===== src/hw/rtl/lbps_pkg.sv =====
// lbps_pkg: shared types and constants for the led blink pattern sequencer
// no dependencies; used by lbps_front, lbps_back, the top level and the testbench

package lbps_pkg;

	localparam int IDX_W = 6;
	localparam int VAL_W = 8;
	localparam int CFG_IDX_W = 3;
	localparam int CFG_DATA_W = 8;
	localparam int CMD_QUEUE_DEPTH = 4;
	localparam int RES_QUEUE_DEPTH = 2;
	localparam logic [7:0] ELAPSED_MAX = 8'd255;

	localparam logic [1:0] OP_TICK  = 2'd0;
	localparam logic [1:0] OP_LOAD  = 2'd1;
	localparam logic [1:0] OP_START = 2'd2;
	localparam logic [1:0] OP_NONE  = 2'd3;

	localparam logic [1:0] MODE_IDLE    = 2'd0;
	localparam logic [1:0] MODE_TRIGGER = 2'd1;
	localparam logic [1:0] MODE_REPEAT  = 2'd2;

	localparam logic [CFG_IDX_W-1:0] REG_MODE        = 3'd0;
	localparam logic [CFG_IDX_W-1:0] REG_USE_PATTERN = 3'd1;
	localparam logic [CFG_IDX_W-1:0] REG_START_LEVEL = 3'd2;
	localparam logic [CFG_IDX_W-1:0] REG_DELAY_TICKS = 3'd3;
	localparam logic [CFG_IDX_W-1:0] REG_PATTERN_LEN = 3'd4;

	typedef enum logic [1:0] {
		KIND_TICK,
		KIND_LOAD,
		KIND_START,
		KIND_NOP
	} kind_t;

	typedef struct packed {
		kind_t            kind;
		logic [IDX_W-1:0] index;
		logic [VAL_W-1:0] value;
	} cmd_t;

	typedef struct packed {
		logic led_level;
		logic active;
	} res_t;

	typedef struct packed {
		logic [1:0] mode;
		logic       use_pattern;
		logic       start_level;
		logic [7:0] delay_ticks;
		logic [6:0] pattern_length;
	} cfg_t;

endpackage


===== src/hw/rtl/lbps_ram.sv =====
// lbps_ram: generic single write port ram with registered read
// no dependencies

module lbps_ram #(
	parameter int WIDTH = 8,
	parameter int DEPTH = 64
) (
	input  logic                                    clk,
	input  logic                                    we,
	input  logic [(DEPTH > 1 ? $clog2(DEPTH) : 1)-1:0] waddr,
	input  logic [WIDTH-1:0]                        wdata,
	input  logic [(DEPTH > 1 ? $clog2(DEPTH) : 1)-1:0] raddr,
	output logic [WIDTH-1:0]                        rdata
);

	logic [WIDTH-1:0] mem_q [DEPTH];

	always_ff @(posedge clk) begin
		if (we) begin
			mem_q[waddr] <= wdata;
		end
		rdata <= mem_q[raddr];
	end

endmodule


===== src/hw/rtl/lbps_fifo.sv =====
// lbps_fifo: small register based queue with occupancy count
// no dependencies; used for the command queue and the result queue

module lbps_fifo #(
	parameter int WIDTH = 8,
	parameter int DEPTH = 4
) (
	input  logic                         clk,
	input  logic                         arst_n,
	input  logic                         push,
	input  logic [WIDTH-1:0]             wdata,
	input  logic                         pop,
	output logic [WIDTH-1:0]             rdata,
	output logic [$clog2(DEPTH+1)-1:0]   count
);

	localparam int PTR_W = (DEPTH > 1) ? $clog2(DEPTH) : 1;
	localparam int CNT_W = $clog2(DEPTH+1);

	logic [WIDTH-1:0] data_q [DEPTH];
	logic [PTR_W-1:0] wr_ptr_q;
	logic [PTR_W-1:0] rd_ptr_q;
	logic [CNT_W-1:0] count_q;

	always_ff @(posedge clk or negedge arst_n) begin
		if (!arst_n) begin
			wr_ptr_q <= '0;
			rd_ptr_q <= '0;
			count_q  <= '0;
		end else begin
			if (push) begin
				wr_ptr_q <= (wr_ptr_q == PTR_W'(DEPTH-1)) ? '0 : wr_ptr_q + 1'b1;
			end
			if (pop) begin
				rd_ptr_q <= (rd_ptr_q == PTR_W'(DEPTH-1)) ? '0 : rd_ptr_q + 1'b1;
			end
			if (push && !pop) begin
				count_q <= count_q + 1'b1;
			end else if (pop && !push) begin
				count_q <= count_q - 1'b1;
			end
		end
	end

	always_ff @(posedge clk) begin
		if (push) begin
			data_q[wr_ptr_q] <= wdata;
		end
	end

	assign rdata = data_q[rd_ptr_q];
	assign count = count_q;

endmodule


===== src/hw/rtl/lbps_front.sv =====
// lbps_front: input stage, accepts items and classifies them into commands
// depends on lbps_pkg

module lbps_front #(
	parameter int PATTERN_DEPTH = 64
) (
	input  logic                                         clk,
	input  logic                                         arst_n,
	input  logic                                         push,
	output logic                                         full,
	input  logic [1:0]                                   operation,
	input  logic [lbps_pkg::IDX_W-1:0]                   entry_index,
	input  logic [lbps_pkg::VAL_W-1:0]                   entry_value,
	input  logic [$clog2(lbps_pkg::CMD_QUEUE_DEPTH+1)-1:0] cq_count,
	output logic                                         cmd_valid_s1,
	output lbps_pkg::cmd_t                               cmd_s1
);

	localparam int CNT_W = $clog2(lbps_pkg::CMD_QUEUE_DEPTH+1);

	logic [CNT_W:0]  in_flight;
	logic            accept;
	lbps_pkg::kind_t kind;

	assign in_flight = {1'b0, cq_count} + (CNT_W+1)'(cmd_valid_s1);
	assign full      = in_flight >= (CNT_W+1)'(lbps_pkg::CMD_QUEUE_DEPTH);
	assign accept    = push && !full;

	always_comb begin
		unique case (operation)
			lbps_pkg::OP_TICK:  kind = lbps_pkg::KIND_TICK;
			lbps_pkg::OP_LOAD:  kind = (32'(entry_index) < PATTERN_DEPTH) ?
				lbps_pkg::KIND_LOAD : lbps_pkg::KIND_NOP;
			lbps_pkg::OP_START: kind = lbps_pkg::KIND_START;
			lbps_pkg::OP_NONE:  kind = lbps_pkg::KIND_NOP;
			default:            kind = lbps_pkg::KIND_NOP;
		endcase
	end

	always_ff @(posedge clk or negedge arst_n) begin
		if (!arst_n) begin
			cmd_valid_s1 <= 1'b0;
		end else begin
			cmd_valid_s1 <= accept;
		end
	end

	always_ff @(posedge clk) begin
		if (accept) begin
			cmd_s1.kind  <= kind;
			cmd_s1.index <= entry_index;
			cmd_s1.value <= entry_value;
		end
	end

endmodule


===== src/hw/rtl/lbps_back.sv =====
// lbps_back: executes commands, holds config, sequence state and pattern store
// depends on lbps_pkg and lbps_ram

module lbps_back #(
	parameter int PATTERN_DEPTH = 64
) (
	input  logic                                clk,
	input  logic                                arst_n,
	input  logic                                cfg_valid,
	input  logic [lbps_pkg::CFG_IDX_W-1:0]      cfg_index,
	input  logic [lbps_pkg::CFG_DATA_W-1:0]     cfg_data,
	input  logic                                cmd_valid,
	input  lbps_pkg::cmd_t                      cmd,
	input  logic                                res_room,
	output logic                                exec,
	output lbps_pkg::res_t                      res
);

	localparam int AW = (PATTERN_DEPTH > 1) ? $clog2(PATTERN_DEPTH) : 1;
	localparam int PW = $clog2(PATTERN_DEPTH+1);

	lbps_pkg::cfg_t cfg_q;

	logic          led_q, led_d;
	logic          next_q, next_d;
	logic          run_q, run_d;
	logic [7:0]    elapsed_q, elapsed_d;
	logic [PW-1:0] pos_q, pos_d;

	logic [PW-1:0] eff_len;
	logic [7:0]    el_inc;
	logic          is_trig;
	logic          is_rep;
	logic          wrap;
	logic [PW-1:0] cur_pos;
	logic [PW:0]   pos_inc;
	logic [7:0]    duration;

	logic          we;
	logic [AW-1:0] waddr;
	logic [AW-1:0] raddr;
	logic [7:0]    rdata;
	logic          byp_q;
	logic [7:0]    byp_data_q;

	assign exec    = cmd_valid && res_room;
	assign eff_len = (32'(cfg_q.pattern_length) < PATTERN_DEPTH) ?
		PW'(cfg_q.pattern_length) : PW'(PATTERN_DEPTH);
	assign el_inc  = (elapsed_q == lbps_pkg::ELAPSED_MAX) ? elapsed_q : elapsed_q + 8'd1;
	assign is_trig = cfg_q.mode == lbps_pkg::MODE_TRIGGER;
	assign is_rep  = cfg_q.mode == lbps_pkg::MODE_REPEAT;
	assign wrap    = pos_q >= eff_len;
	assign cur_pos = wrap ? '0 : pos_q;
	assign pos_inc = {1'b0, cur_pos} + (PW+1)'(1);

	assign we       = exec && (cmd.kind == lbps_pkg::KIND_LOAD);
	assign waddr    = AW'(cmd.index);
	assign raddr    = (pos_d >= eff_len) ? '0 : AW'(pos_d);
	assign duration = byp_q ? byp_data_q : rdata;

	lbps_ram #(
		.WIDTH(8),
		.DEPTH(PATTERN_DEPTH)
	) u_store (
		.clk   (clk),
		.we    (we),
		.waddr (waddr),
		.wdata (cmd.value),
		.raddr (raddr),
		.rdata (rdata)
	);

	always_comb begin
		led_d     = led_q;
		next_d    = next_q;
		run_d     = run_q;
		elapsed_d = elapsed_q;
		pos_d     = pos_q;
		if (exec) begin
			unique case (cmd.kind)
				lbps_pkg::KIND_TICK: begin
					elapsed_d = el_inc;
					if (run_q) begin
						if (!is_trig && !is_rep) begin
							run_d = 1'b0;
						end else if (!cfg_q.use_pattern) begin
							if (is_trig) begin
								if (cfg_q.delay_ticks == 8'd0 || el_inc >= cfg_q.delay_ticks) begin
									led_d = next_q;
									run_d = 1'b0;
								end
							end else if (cfg_q.delay_ticks != 8'd0 &&
								el_inc >= cfg_q.delay_ticks) begin
								led_d     = next_q;
								next_d    = !next_q;
								elapsed_d = 8'd0;
							end
						end else if (wrap && is_trig) begin
							run_d = 1'b0;
						end else begin
							pos_d = cur_pos;
							if (!(wrap && eff_len == '0) && el_inc >= duration) begin
								led_d     = next_q;
								next_d    = !next_q;
								elapsed_d = 8'd0;
								pos_d     = (is_rep && pos_inc >= (PW+1)'(eff_len)) ?
									'0 : PW'(pos_inc);
							end
						end
					end
				end
				lbps_pkg::KIND_START: begin
					run_d     = is_trig || is_rep;
					next_d    = cfg_q.start_level;
					elapsed_d = 8'd0;
					pos_d     = '0;
				end
				lbps_pkg::KIND_LOAD: begin
				end
				lbps_pkg::KIND_NOP: begin
				end
				default: begin
				end
			endcase
		end
	end

	assign res.led_level = led_d;
	assign res.active    = run_d;

	always_ff @(posedge clk or negedge arst_n) begin
		if (!arst_n) begin
			cfg_q     <= '0;
			led_q     <= 1'b0;
			next_q    <= 1'b0;
			run_q     <= 1'b0;
			elapsed_q <= '0;
			pos_q     <= '0;
			byp_q     <= 1'b0;
		end else begin
			led_q     <= led_d;
			next_q    <= next_d;
			run_q     <= run_d;
			elapsed_q <= elapsed_d;
			pos_q     <= pos_d;
			byp_q     <= we && (waddr == raddr);
			if (cfg_valid) begin
				unique case (cfg_index)
					lbps_pkg::REG_MODE:        cfg_q.mode           <= cfg_data[1:0];
					lbps_pkg::REG_USE_PATTERN: cfg_q.use_pattern    <= cfg_data[0];
					lbps_pkg::REG_START_LEVEL: cfg_q.start_level    <= cfg_data[0];
					lbps_pkg::REG_DELAY_TICKS: cfg_q.delay_ticks    <= cfg_data;
					lbps_pkg::REG_PATTERN_LEN: cfg_q.pattern_length <= cfg_data[6:0];
					default: begin
					end
				endcase
			end
		end
	end

	// store write colliding with the prefetch address
	always_ff @(posedge clk) begin
		byp_data_q <= cmd.value;
	end

endmodule


===== src/hw/rtl/led_blink_pattern_sequencer_core.sv =====
// led_blink_pattern_sequencer_core: top level of the led blink pattern sequencer
// depends on lbps_pkg, lbps_fifo, lbps_front, lbps_back, lbps_ram
//
// channel   direction  handshake           payload
// input     in         push / full         operation, entry_index, entry_value
// result    out        empty / pop         led_level, active
// config    in         cfg_valid/cfg_ready cfg_index, cfg_data
//
// one item per cycle sustained while the result queue drains; an accepted item passes in order through
// the input register, the command queue and the sequence unit, which writes its result to the result queue
// a full result queue stalls the sequence unit; the command queue absorbs the input side
// arst_n clears control state and config; the pattern store is not cleared
// config writes are always ready and take effect on the next cycle

module led_blink_pattern_sequencer_core #(
	parameter int PATTERN_DEPTH = 64
) (
	input  logic                               clk,
	input  logic                               arst_n,
	input  logic                               push,
	output logic                               full,
	input  logic [1:0]                         operation,
	input  logic [lbps_pkg::IDX_W-1:0]         entry_index,
	input  logic [lbps_pkg::VAL_W-1:0]         entry_value,
	output logic                               empty,
	input  logic                               pop,
	output logic                               led_level,
	output logic                               active,
	input  logic                               cfg_valid,
	output logic                               cfg_ready,
	input  logic [lbps_pkg::CFG_IDX_W-1:0]     cfg_index,
	input  logic [lbps_pkg::CFG_DATA_W-1:0]    cfg_data
);

	localparam int CQ_CNT_W = $clog2(lbps_pkg::CMD_QUEUE_DEPTH+1);
	localparam int RQ_CNT_W = $clog2(lbps_pkg::RES_QUEUE_DEPTH+1);
	localparam int CMD_W    = $bits(lbps_pkg::cmd_t);
	localparam int RES_W    = $bits(lbps_pkg::res_t);

	logic                cmd_valid_s1;
	lbps_pkg::cmd_t      cmd_s1;
	logic [CQ_CNT_W-1:0] cq_count;
	logic [CMD_W-1:0]    cq_head;
	lbps_pkg::cmd_t      cmd_head;
	logic                exec;
	lbps_pkg::res_t      res;
	logic [RQ_CNT_W-1:0] rq_count;
	logic [RES_W-1:0]    rq_head;
	lbps_pkg::res_t      res_head;
	logic                res_room;

	assign cfg_ready = 1'b1;

	lbps_front #(
		.PATTERN_DEPTH(PATTERN_DEPTH)
	) u_front (
		.clk          (clk),
		.arst_n       (arst_n),
		.push         (push),
		.full         (full),
		.operation    (operation),
		.entry_index  (entry_index),
		.entry_value  (entry_value),
		.cq_count     (cq_count),
		.cmd_valid_s1 (cmd_valid_s1),
		.cmd_s1       (cmd_s1)
	);

	lbps_fifo #(
		.WIDTH(CMD_W),
		.DEPTH(lbps_pkg::CMD_QUEUE_DEPTH)
	) u_cmd_queue (
		.clk    (clk),
		.arst_n (arst_n),
		.push   (cmd_valid_s1),
		.wdata  (cmd_s1),
		.pop    (exec),
		.rdata  (cq_head),
		.count  (cq_count)
	);

	assign cmd_head = lbps_pkg::cmd_t'(cq_head);
	assign res_room = rq_count < RQ_CNT_W'(lbps_pkg::RES_QUEUE_DEPTH);

	lbps_back #(
		.PATTERN_DEPTH(PATTERN_DEPTH)
	) u_back (
		.clk       (clk),
		.arst_n    (arst_n),
		.cfg_valid (cfg_valid && cfg_ready),
		.cfg_index (cfg_index),
		.cfg_data  (cfg_data),
		.cmd_valid (cq_count != '0),
		.cmd       (cmd_head),
		.res_room  (res_room),
		.exec      (exec),
		.res       (res)
	);

	lbps_fifo #(
		.WIDTH(RES_W),
		.DEPTH(lbps_pkg::RES_QUEUE_DEPTH)
	) u_res_queue (
		.clk    (clk),
		.arst_n (arst_n),
		.push   (exec),
		.wdata  (res),
		.pop    (pop && !empty),
		.rdata  (rq_head),
		.count  (rq_count)
	);

	assign res_head  = lbps_pkg::res_t'(rq_head);
	assign empty     = rq_count == '0;
	assign led_level = res_head.led_level;
	assign active    = res_head.active;

endmodule


===== config.mk =====
export PLATFORM = sky130hd
export DESIGN_NAME = led_blink_pattern_sequencer_core
export DESIGN_NICKNAME = d
export VERILOG_FILES = /design/src/hw/rtl/lbps_pkg.sv /design/src/hw/rtl/lbps_ram.sv /design/src/hw/rtl/lbps_fifo.sv /design/src/hw/rtl/lbps_front.sv /design/src/hw/rtl/lbps_back.sv /design/src/hw/rtl/led_blink_pattern_sequencer_core.sv
export SDC_FILE = /design/constraint.sdc
export NUM_CORES = 1
export LEC_CHECK = 0
export BUFFER_PORTS_ARGS = -buffer_cell sky130_fd_sc_hd__buf_2
export CORE_MARGIN = 2
export CORE_UTILIZATION = 57
export DETAILED_ROUTE_END_ITERATION = 8
export MAX_ROUTING_LAYER = met4
export PLACE_DENSITY = 0.75
export SLEW_MARGIN = 10
export SYNTH_ARGS = -nofsm -noshare
export SYNTH_HDL_FRONTEND = slang
export SYNTH_HIERARCHICAL = 1
export SYNTH_SLANG_ARGS = --single-unit

===== constraint.sdc =====
create_clock -name clk -period 6.6 [get_ports clk]
set_clock_uncertainty 0.1 [all_clocks]
set_input_delay 0.33 -clock clk [delete_from_list [all_inputs] [get_ports clk]]
set_output_delay 0.33 -clock clk [all_outputs]
set_load 0.05 [all_outputs]

==> metrics.cfg, run 1 <==
[synthesis]
synth_area_sq_mm=0.02729
ys_warn_count=6
ys_ff_latch=662
synthArstFlopShare=0.07553
synth_fp_nets=1561
synth_top_cell_area_share=0.6558
synth_enable_flop_cells=596
synth.largest_area_cell=edfxtp_1
synth.most_common_cell=edfxtp_1
yosys-top-cells-area=edfxtp_1 66%, mux4_2 11%, dfrtp_1 4.6%
yosysSeqAreaShare=0.7133
synthDistinctLibCells=83
synthFlopType=edfxtp_1
syn_area_per_cell_sq_um=18.44
synth_cells=1480
synth_top_cells_by_count=596 x edfxtp_1, 134 x mux4_2, 111 x nor2_1

[setup_path]
startpoint=u_back/cfg_q[6]
ff2ff_path_depth=33
cp_slowest_cell=or4_4
crit_arrival_ps=7010
worstPathRequired_ps=7000
critPathMaxStageDelay_ps=510
setup.worst_path.class=flop to flop
worstSetupStartpointType=flop
r2r-end=u_back/u_store/rdata[1]
r2r-start=u_back/cfg_q[6]
critPathCaptureType=flop
regToRegSetupSlack_ps=-20
crit_path_max_fanout=6

[timing]
max_clock_freq_mhz=151.2
finalHoldViolations=0
finalWorstSetupSlack_ps=-15.04
finalSetupViolations=1
relSlewSlack=0.3288
rsz0062_at_grt=yes
layout_min_cycle_time_ps=6615
timing.final.max_slew_violations=0
worst_pin_slew_ps=1003
period_share=1.002
fin_tns_setup_ps=-15.04

[cts]
clock_latency_ps=610
htreeDepth=3
clockRootBuffer=clkbuf_16
clk_pin_slew_worst_paths_ps=60
cts_buffer_depth=3
cts_tree=done
numClockSinks=662
numCtsBuffers=66

[grt]
grt_use_total=0.2794
antenna_found_initial=0
grt_pass1_wl_mm=98.41
grt_pass1_vias=15660
grt_overflow=0
grt_max_degree=66

[power_and_ir_drop]
ir_worst_vdd_mv=0.4131
power_mw=11.70
total_leakage_power_nw=10.70
power_density_mw_per_mm2=360.2

[place]
routabilityCongestion=0.8952
io_buffers=35
hpwl_mm=39.04

[worst_hold_path]
worstHoldStart=push
hold_path_depth=3
min_path_type=input pin to flop
holdPathEnd=u_front/cmd_valid_s1

[route]
ant_nets=0
post_drt_wl_per_cell_microns=28.41
firstDrtPassIters=6
drtIter0Drc=1936
wirelength_mm=67.59
vias=15460
drcViolationCount=0
viasPerCell=6.498

[die]
coreArea_sq_mm=0.04755
die_h_microns=222.8
die_w_microns=222.8
std_cell_rows=80
initial_core_util=0.5740
die-area_sq_mm=0.04965
io_pins=37

[final_layout]
drive_gt1_frac=0.3169
diodes=0
syn2layout_area_growth_pct=19.00
fin_nets=1793

[job]
maxCapViolCount=0

[outcome]
violations=negative setup slack
status=complete, but fails checks

flip-flops by register name (all words and copies together), names as in the netlist, 2 cells and up:
name                  flops
u_back/u_store/mem_q    512
u_cmd_queue/data_q       64
u_back/cfg_q             19
u_front/cmd_s1           16
u_back/byp_data_q         8
u_back/elapsed_q          8
u_back/u_store/rdata      8
u_back/pos_q              7
u_res_queue/data_q        4
u_cmd_queue/count         3
u_cmd_queue/rd_ptr_q      2
u_cmd_queue/wr_ptr_q      2
u_res_queue/count         2
stage by stage:
| stage | utilization | hold slack [ps] | area (sq um) | cells | worst slack [ps] |
|---|---|---|---|---|---|
| after CTS | 0.6726 | 23.04 | 31980 | 2364 | -36.48 |
| final | 0.6831 | 39.63 | 32480 | 2379 | -15.04 |
| after floorplan | - | -65.59 | 27310 | 1480 | 59.80 |
| after global placement | 0.6085 | 368.0 | 28930 | 2185 | -473.6 |
| after detailed placement | 0.6085 | 374.8 | 28930 | 2185 | -515.7 |
| after global routing | 0.6831 | 87.96 | 32480 | 2379 | -284.6 |
worst max-delay path by stage:
stage / endpoint / slack, ps
finish: u_back/u_store/rdata[1] / -20
global route: u_back/u_store/rdata[1] / -280
CTS: u_back/u_store/rdata[0] / -40
detailed placement: u_back/u_store/rdata[1] / -520
global placement: u_back/u_store/rdata[2] / -470
floorplan: u_back/u_store/rdata[3] / 60
kinds of logic after synthesis:
group / share of synthesized area
xor gates and xnor gates: 0.006097
muxes: 0.1453
and+or+nand+nor: 0.05162
buffers and inverters: 0.01985
other: 0.0001374
adders and majority gates: 0.02274
DFF: 0.7133
AOI/OAI and AO/OA: 0.04089
cells in the final DEF, fill, tap and decap left out, drive strengths merged, types with 5 or more instances in the layout:
master / count
a211oi: 12
a21o: 5
a21oi: 24
a221oi: 8
a32o: 6
and2: 11
buf: 203
clkbuf: 91
clkinv: 25
dfrtp: 50
dfxtp: 16
dlygate4sd3: 28
edfxtp: 596
ha: 48
inv: 33
mux2: 38
mux2i: 31
mux4: 142
nand2: 54
nand2b: 12
nand3: 25
nand3b: 7
nand4: 6
nor2: 113
nor2b: 24
nor3: 14
nor4: 5
o21ai: 25
o221ai: 9
o22ai: 10
o2bb2ai: 5
xnor2: 11
xor2: 8
critical path, delay by kind of cell (launching register included):
| family | cells | cell delay [ps] |
|---|---|---|
| fa+ha+maj | 4 | 930 |
| buf+inv | 6 | 790 |
| mux | 2 | 830 |
| xor+xnor | 1 | 150 |
| flops | 1 | 450 |
| compound gates | 9 | 1380 |
| simple gates | 11 | 1860 |
report_power, final:
group	internal [mW]	switching, mW
logic	0.806	1.72
registers	5.48	0.152
clock network	1.98	1.56
per-layer routing:
| metal | track usage | vias up | share of wire |
|---|---|---|---|
| li1 | - | 6439 | - |
| met1 | 0.3711 | 8026 | 0.39 |
| met2 | 0.4415 | 819 | 0.50 |
| met3 | 0.04470 | 174 | 0.082 |
| met4 | 0.1074 | 0 | 0.033 |
| met5 | - | - | 0 |
repair_timing:
item / CTS / global route
hold endpoints to repair: 86 / 0
buffers inserted: 24 / 15
cloned: 7 / 3
pin swaps: 15 / 38
setup endpoints to repair: 9 / 9
hold buffers: 28 / 0
resized for setup: 80 / 64
final cells by class:
| class | count | area [sq um] |
|---|---|---|
| Clock buffer | 88 | 1774 |
| Tap cell | 615 | 769.5 |
| Sequential cell | 662 | 19470 |
| Fill cell | 2884 | 15070 |
| Timing Repair Buffer | 234 | 2256 |
| Clock inverter | 32 | 235.2 |
| Multi-Input combinational cell | 719 | 7860 |
| Inverter | 29 | 113.9 |
Power figures use the tool's default switching activity.
==> run 2: changes to the inputs <==
BUFFER_PORTS_ARGS = -buffer_cell sky130_fd_sc_hd__clkbuf_2   (was -buffer_cell sky130_fd_sc_hd__buf_2)
CORE_UTILIZATION = 55   (was 57)
PLACE_DENSITY = 0.73   (was 0.75)
==> metrics.cfg, run 2 (synthesized netlist as in run 1, its figures left out) <==
[grt]
grt_pass1_wl_mm=94.69  ; was 98.41 mm
grt_max_degree=66  ; unchanged
grt_use_total=0.2612  ; was 0.2794
grt_pass1_vias=14890  ; was 15660
antenna_found_initial=0  ; unchanged
grt_overflow=0  ; unchanged

[final_layout]
top_register=u_back/u_store/mem_q  ; unchanged
final_cells=2408  ; was 2379
top_regs=u_back/u_store/mem_q x512, u_cmd_queue/data_q x64, u_back/cfg_q x19  ; unchanged
drive_gt1_frac=0.3142  ; was 0.3169
syn2layout_area_growth_pct=18.42  ; was 19.00%
largest_reg_flops=512  ; unchanged
finish.instance_area_sq_mm=0.03232  ; was 0.03248 sq mm
fin_nets=1779  ; was 1793
final_common_cell=edfxtp_1  ; unchanged
mostFrequentLayoutCells=596 x edfxtp_1, 137 x mux4_2, 124 x buf_4  ; was 596 x edfxtp_1, 137 x mux4_2, 127 x buf_4
diodes=0  ; unchanged

[route]
met1_length_mm=26.13  ; was 26.22 mm
post_drt_wl_per_cell_microns=26.37  ; was 28.41 microns
viasPerCell=6.285  ; was 6.498
route.met3.wl_mm=4.897  ; was 5.528 mm
vias=15130  ; was 15460
drtIter0Drc=1666  ; was 1936
drcViolationCount=0  ; unchanged
ant_nets=0  ; unchanged
firstDrtPassIters=5  ; was 6
wirelength_mm=63.51  ; was 67.59 mm
dr_wl_met2_mm=30.79  ; was 33.61 mm
highest_layer=met4  ; unchanged

[setup_path]
worstSetupStartpointType=flop  ; unchanged
worstPathRequired_ps=6980  ; was 7000 ps
critPathCaptureType=flop  ; unchanged
regToRegSetupSlack_ps=2  ; was -20 ps
r2r-end=u_back/u_store/rdata[1]  ; unchanged
cp_slowest_cell=mux4_2  ; was or4_4
crit_arrival_ps=6980  ; was 7010 ps
setup.worst_path.class=flop to flop  ; unchanged
ff2ff_path_depth=33  ; unchanged
crit_path_max_fanout=7  ; was 6
r2r-start=u_back/cfg_q[6]  ; unchanged
critPathMaxStageDelay_ps=510  ; about the same

[timing]
finalHoldViolations=0  ; unchanged
timing.final.max_slew_violations=0  ; unchanged
finalSetupViolations=0  ; was 1
layout_min_cycle_time_ps=6598  ; was 6615 ps
relSlewSlack=0.3325  ; was 0.3288
max_clock_freq_mhz=151.6  ; was 151.2 MHz
period_share=0.9997  ; was 1.002
rsz0062_at_grt=yes  ; unchanged
worst_pin_slew_ps=993.6  ; was 1003 ps

[die]
coreArea_sq_mm=0.04895  ; was 0.04755 sq mm
io_pins=37  ; unchanged
die_h_microns=226.8  ; was 222.8 microns
initial_core_util=0.5575  ; was 0.5740
std_cell_rows=81  ; was 80
die-area_sq_mm=0.05142  ; was 0.04965 sq mm
die_w_microns=226.8  ; was 222.8 microns

[outcome]
status=finished clean  ; was complete, but fails checks

[cts]
numCtsBuffers=67  ; was 66
clk_pin_slew_worst_paths_ps=60  ; about the same
cts_buffer_depth=3  ; unchanged
numClockSinks=662  ; unchanged
clock_latency_ps=610  ; about the same
clockRootBuffer=clkbuf_16  ; unchanged
cts_tree=done  ; unchanged
htreeDepth=3  ; unchanged

[worst_hold_path]
min_path_type=input pin to flop  ; unchanged
hold_path_depth=4  ; was 3
holdPathEnd=u_back/cfg_q[16]  ; was u_front/cmd_valid_s1
worstHoldStart=cfg_index[2]  ; was push

[place]
hpwl_mm=39.45  ; was 39.04 mm
placedCellCount=2237  ; was 2185
io_buffers=35  ; unchanged
dpl_cell_area_sq_mm=0.02901  ; was 0.02893 sq mm
routabilityCongestion=0.9037  ; was 0.8952

[job]
maxCapViolCount=0  ; unchanged

[power_and_ir_drop]
total_leakage_power_nw=10.67  ; was 10.70 nW
power_mw=11.81  ; was 11.70 mW
power_density_mw_per_mm2=365.3  ; was 360.2 mW/mm^2
ir_worst_vdd_mv=0.3649  ; was 0.4131 mV

-- run 2: cell types whose count changed in the layout (fill, tap and decap cells not counted), sizes merged --
cell,previous run,this run
clkinvlp,1,4
clkinv,25,18
clkbuf,91,118
bufbuf,0,1
inv,33,34
buf,203,153
bufinv,2,7
-- run 2: report_power, final --
group	switching [mW]	internal [mW]
Sequential	0.144	5.48
Clock	1.58	2.22
Combinational	1.63	0.759
Total	3.35	8.46
-- run 2: critical path, delay by kind of cell (launching register included) --
family	cells	cell delay (ps)
simple gates	8	1090
compound gates	14	2420
mux	2	820
buf+inv	4	590
flops	1	430
xor+xnor	1	110
fa+ha+maj	4	920
-- run 2: cell type report --
class                   count  area [sq um]
flip-flops and latches    662         19470
fillers                  3177         16630
multi-input cells         719          7764
repair buffers            219          1954
clock buffers              81          1792
well taps                 664         830.8
clock inverters            34         399.1
inverters                  29         111.4
-- run 2: per-layer routing --
metal,GRT usage,vias up
met5,-,-
met4,0.08680,0
met3,0.04393,119
met2,0.3982,687
met1,0.3632,7918
li1,-,6410
-- run 2: timing repair --
action / 4_1_cts / 5_1_grt
buffers inserted: 5 / 21
endpoints found under the hold margin: 86 / 0
cloned: 2 / 2
pin swaps: 8 / 32
setup endpoints to repair: 8 / 8
hold buffers: 28 / 0
resized for setup: 42 / 73
-- run 2: how the worst max path moves through the flow --
stage                                from                       to  cells after the start
after global routing      u_back/cfg_q[6]  u_back/u_store/rdata[1]                     33
after CTS                 u_back/cfg_q[6]  u_back/u_store/rdata[6]                     32
after global placement    u_back/cfg_q[6]  u_back/u_store/rdata[7]                     32
final                     u_back/cfg_q[6]  u_back/u_store/rdata[1]                     33
after detailed placement  u_back/cfg_q[6]  u_back/u_store/rdata[6]                     34
after floorplan           u_back/cfg_q[6]  u_back/u_store/rdata[3]                     33
-- run 2: through the flow --
stage | setup WS [ps] | setup TNS [ps] | util | hold slack (ps)
final | 2.108 | 0 | 0.6603 | 56.06
after global routing | -220.8 | -1383 | 0.6603 | 49.42
after CTS | 3.759 | 0 | 0.6493 | 19.24
after detailed placement | -501.5 | -3111 | 0.5927 | 380.9
after global placement | -275.1 | -1351 | 0.5927 | 364.1
after floorplan | 59.80 | 0 | - | -65.59
